`config.mk`:
```
export PLATFORM = sky130hd
export DESIGN_NAME = srtf_ram
export DESIGN_NICKNAME = d
export VERILOG_FILES = /design/src/srtf_preemptive_scheduler_unit_assert.svh /design/src/srtf_ram.sv
export SDC_FILE = /design/constraint.sdc
export NUM_CORES = 1
export LEC_CHECK = 0
export BUFFER_PORTS_ARGS = -buffer_cell sky130_fd_sc_hd__buf_2
export CAP_MARGIN = 20
export CORE_ASPECT_RATIO = 0.9
export CORE_MARGIN = 2
export CORE_UTILIZATION = 57
export DETAILED_ROUTE_END_ITERATION = 10
export PLACE_DENSITY = 0.77
export SYNTH_ARGS = -nofsm -noshare
export SYNTH_HDL_FRONTEND = slang
export SYNTH_SLANG_ARGS = --single-unit
```
`constraint.sdc`:
```
create_clock -name clk_i -period 2.4 [get_ports clk_i]
set_clock_uncertainty 0.1 [all_clocks]
set_input_delay 0.12 -clock clk_i [delete_from_list [all_inputs] [get_ports clk_i]]
set_output_delay 0.12 -clock clk_i [all_outputs]
set_load 0.05 [all_outputs]
```
`src/srtf_preemptive_scheduler_unit_assert.svh`:
```
// Assertion macros for the scheduler.
`ifndef SRTF_PREEMPTIVE_SCHEDULER_UNIT_ASSERT_SVH
`define SRTF_PREEMPTIVE_SCHEDULER_UNIT_ASSERT_SVH
`ifndef ASSERT_OFF
`define SRTF_ASSERT_IMP(lbl, ante, cons) \
  lbl: assert property (@(posedge clk_i) disable iff (!rst_ni) (ante) |-> (cons)) \
    else $error("scheduler assertion failed");
`define SRTF_ASSERT_NXT(lbl, ante, cons) \
  lbl: assert property (@(posedge clk_i) disable iff (!rst_ni) (ante) |=> (cons)) \
    else $error("scheduler assertion failed");
`else
`define SRTF_ASSERT_IMP(lbl, ante, cons)
`define SRTF_ASSERT_NXT(lbl, ante, cons)
`endif
`endif

```
`src/srtf_ram.sv`:
```
module srtf_ram #(
  parameter int WIDTH = 8,
  parameter int DEPTH = 16,
  parameter int AW    = (DEPTH > 1) ? $clog2(DEPTH) : 1
) (
  input  logic             clk_i,
  input  logic             we_i,
  input  logic [AW-1:0]    waddr_i,
  input  logic [WIDTH-1:0] wdata_i,
  input  logic             re_i,
  input  logic [AW-1:0]    raddr_i,
  output logic [WIDTH-1:0] rdata_o
);

  logic [WIDTH-1:0] mem [DEPTH];
  logic [WIDTH-1:0] rdata_q;

  always_ff @(posedge clk_i) begin
    if (we_i) begin
      mem[waddr_i] <= wdata_i;
    end
  end

  // hold read data until the next read
  always_ff @(posedge clk_i) begin
    if (re_i) begin
      rdata_q <= mem[raddr_i];
    end
  end

  assign rdata_o = rdata_q;

endmodule
```
Word-level counts from Yosys, hierarchy flattened
Memories as Yosys holds them, arrays and structs flattened. A register that Yosys moved wholly into a read port is not among the register bits.
Index checks and enable logic that the tools add are counted.
{ "word_totals": {"register_bits": 0, "ramBits": 128, "input_bits": 19, "out_inout_bits": 8, "word_cells": 3, "n_memories": 1} }
{ "op_classes": {"muxes": 2} }
{ "memory_table": {"columns": ["name", "depth", "word_bits", "rd", "rd_clocked_by_memory_dff", "wr", "line", "source"], "rows": [
  ["mem", 16, 8, 1, 1, 1, "srtf_ram.sv:15", "logic [WIDTH-1:0] mem [DEPTH];"]
]} }
{ "ops": {"columns": ["op", "n"], "rows": [
  ["$mux W1", 2]
]} }

Longest topological paths before layout
{ "logic_depth": {"depth_word": 2, "ltp_mapped": 5, "depth_no_buf": 3} }

Least setup slack after synthesis
OpenSTA, ideal clock, no wires.
{ "synth_timing": {"path_kind": "input-to-reg", "startpoint": "in waddr_i[2]", "endpoint": "mem mem[0][0], enable pin", "t_arrival_ps": 1230, "required_ps": 1917, "setup_slack_ps": 687, "path_stages": 2, "path_buffers": 0, "cell_sequence": "or3b_2 -> nor3_1"} }
{ "synth_rtl": {"columns": ["item", "line", "source"], "rows": [
  ["start: declaration", "srtf_ram.sv:8", "input logic [AW-1:0] waddr_i,"],
  ["end: declaration", "srtf_ram.sv:15", null]
]} }
No word-level cell before the write port.

==> reports/qor.txt <==
status - finished clean
Num CTS Buffers - 17
CTS Root Cell - clkbuf_8
Syn Area/Cell - 22.83 µm²
internal power - 4.250 mW
Tot GR Track Use - 21.34%
Iteration-0 DRC Markers - 246
Crit path arrival time - 1.81 ns
crit path time final - 1.662 ns
Synth warnings - 0
detailed placer's ending HPWL - 5831 µm
global placer's final weighted congestion - 0.7239
Largest stage delay, worst path - 0.50 ns
Switch Pwr - 1.098 mW
first-pass GRT wire length - 14,620 µm
hold_ws - 0.05816 ns
CP endpoint kind - flip-flop
fillcell total - 591
Logic pwr share - 5.3%
footprint of the multi-input gates - 0.001057 mm²
Synth cell types - 18
Leak - 2.112 nW
final wirelength - 9617 µm
max_cap viols - 0
Via density - 5.851
Core Region - 0.009001 mm²
CTS tree - yes
Least-Margin Pin Slew - 0.8137 ns
DRC Markers - 0
Place WS - 0.5871 ns
setup TNS - 0 ns
RSZ-0062 raised after global routing - false
DR vias - 2,481
final hold violation count - 0
initial antenna violation count - 0
worst vdd ir - 0.4690 mV
GRT overflow - 0
H-tree depth - 4
crit path max-delay cell type - mux4_1
CP Data Required Time - 2.55 ns
Rows - 33
Synth Net Count - 248
Nets - 308
Final ANT Viol Nets - 0
Die X - 104.9 µm
largest net degree at the start of global routing - 33
Seq pwr share - 50.3%
kind of critical path - reg2reg
Cell Chain, Critical Path - mux4_1 > a22oi_1 > nand2_1
Clock Sinks - 136
cts hold-fix bufs - 9
worst skew pair latency - 0.52 ns
switch share - 20.53%
fin crit share - 69.26%
# diodes - 0
Max Slew Vio Count - 0
final setup fails - 0
pwr dens - 861.2 mW/mm²
Seq/Total Area, Yosys - 78.12%
layout cells sized above 1 - 29.47%
register bit total from synthesis - 136
Starting Density - 58.08%
Boundary Pins - 27
first drt pass iteration count - 4
Cell Area, Synth - 0.005228 mm²
PostCTS Resize Cnt - 0
Die Ht - 94.85 µm
Max clock buf depth - 2
Layout area overhead - 18.81%
Syn Inst Count - 229
DR WL/cell - 22.68 µm
crit start category - flip-flop
Worst Hold Class - in2reg
Worst Path Max Fanout - 1
Buffers on Ports - 26
Post-CTS Setup Bufs - 0
power share of the clock group - 44.3%
Die Area - 0.009954 mm²
Max Freq - 601.6 MHz
number of global-route vias before repair - 2,560
Worst Slack Setup Final - 0.7377 ns
FF/Latch Area - 0.004084 mm²
slew margin rel. - 45.55%
Clock Pin Slew Worst Setup and Hold Paths - 0.06 ns
critical path, delay by kind of cell (launching register included):
kind            cells  cell delay (ns)
flops               1             0.37
simple gates        1             0.10
mux                 1             0.50
compound gates      1             0.32
kinds of logic after synthesis:
family          Yosys count  synth area share, %
simple gates             35                3.136
flops                   136                78.12
compound gates           16                2.298
buf+inv                  10                1.651
mux                      32                14.79
power groups by stage:
| stage | Sequential (mW) | Clock (mW) | Combinational [mW] |
|---|---|---|---|
| after floorplan | 2.78 | 0 | 0.135 |
| after global placement | 2.74 | 0 | 0.270 |
| after detailed placement | 2.74 | 0 | 0.277 |
| after CTS | 2.69 | 2.41 | 0.289 |
| after global routing | 2.70 | 2.51 | 0.307 |
| final | 2.69 | 2.37 | 0.285 |
registers in the layout (all words and copies together) (netlist names):
| register | cells |
|---|---|
| mem | 128 |
| rdata_o | 8 |
final cells by class:
| cell class | instances | share of cell area [%] |
|---|---|---|
| sequential | 136 | 65.75 |
| multi-input combinational | 83 | 17.02 |
| clock buffer | 18 | 6.728 |
| timing repair buffer | 51 | 5.882 |
| tap | 122 | 2.458 |
| clock inverter | 14 | 2.156 |
placed cells by master (no fill, tap or decap), types with 3 or more instances in the layout:
cell type / count
edfxtp_1: 136
buf_2: 26
mux4_2: 18
a22oi_1: 16
clkbuf_16: 16
mux4_1: 14
buf_4: 14
nor2_1: 13
nand2_1: 9
dlygate4sd3_1: 9
nor3_1: 4
clkinv_2: 4
clkinv_4: 4
clkinv_1: 3
routing by layer:
metal  GRT usage (%)  wire length (µm)
met2           34.15              4888
met3           6.004               799
met1           28.38              3877
met4           8.444                53
met5               0                 0
cell usage after synthesis, drive strengths merged:
cell type	instances	area, µm²
a22oi	16	120.1
and2	1	6.260
and2b	1	7.510
buf	7	56.30
clkdlybuf4s25	3	30.03
edfxtp	136	4084
mux4	32	773.2
nand2	9	33.78
nand2b	2	12.51
nand3	1	5.000
nand3b	2	15.01
nor2	13	48.80
nor2b	1	6.260
nor3	4	20.02
or3b	1	8.760
path summary, 6_finish.rpt:
| check | start | end | slack [ns] | cells past startpoint |
|---|---|---|---|---|
| max | mem[9][5] | rdata_o[5] | 0.74 | 3 |
| max reg2reg | mem[9][5] | rdata_o[5] | 0.74 | 3 |
| min reg2reg | mem[11][2] | rdata_o[2] | 0.66 | 3 |
| min | waddr_i[0] | mem[8][5] | 0.06 | 3 |
stage by stage:
step | utilization [%] | instance area [µm²] | instances | power (mW)
final | 69.00 | 6211 | 424 | 5.349
after global routing | 69.00 | 6211 | 424 | 5.509
after CTS | 69.00 | 6211 | 424 | 5.390
after detailed placement | 61.87 | 5569 | 383 | 3.018
after global placement | 61.87 | 5569 | 383 | 3.009
after floorplan | - | 5228 | 229 | 2.912
(Power assumes the default switching activity.)
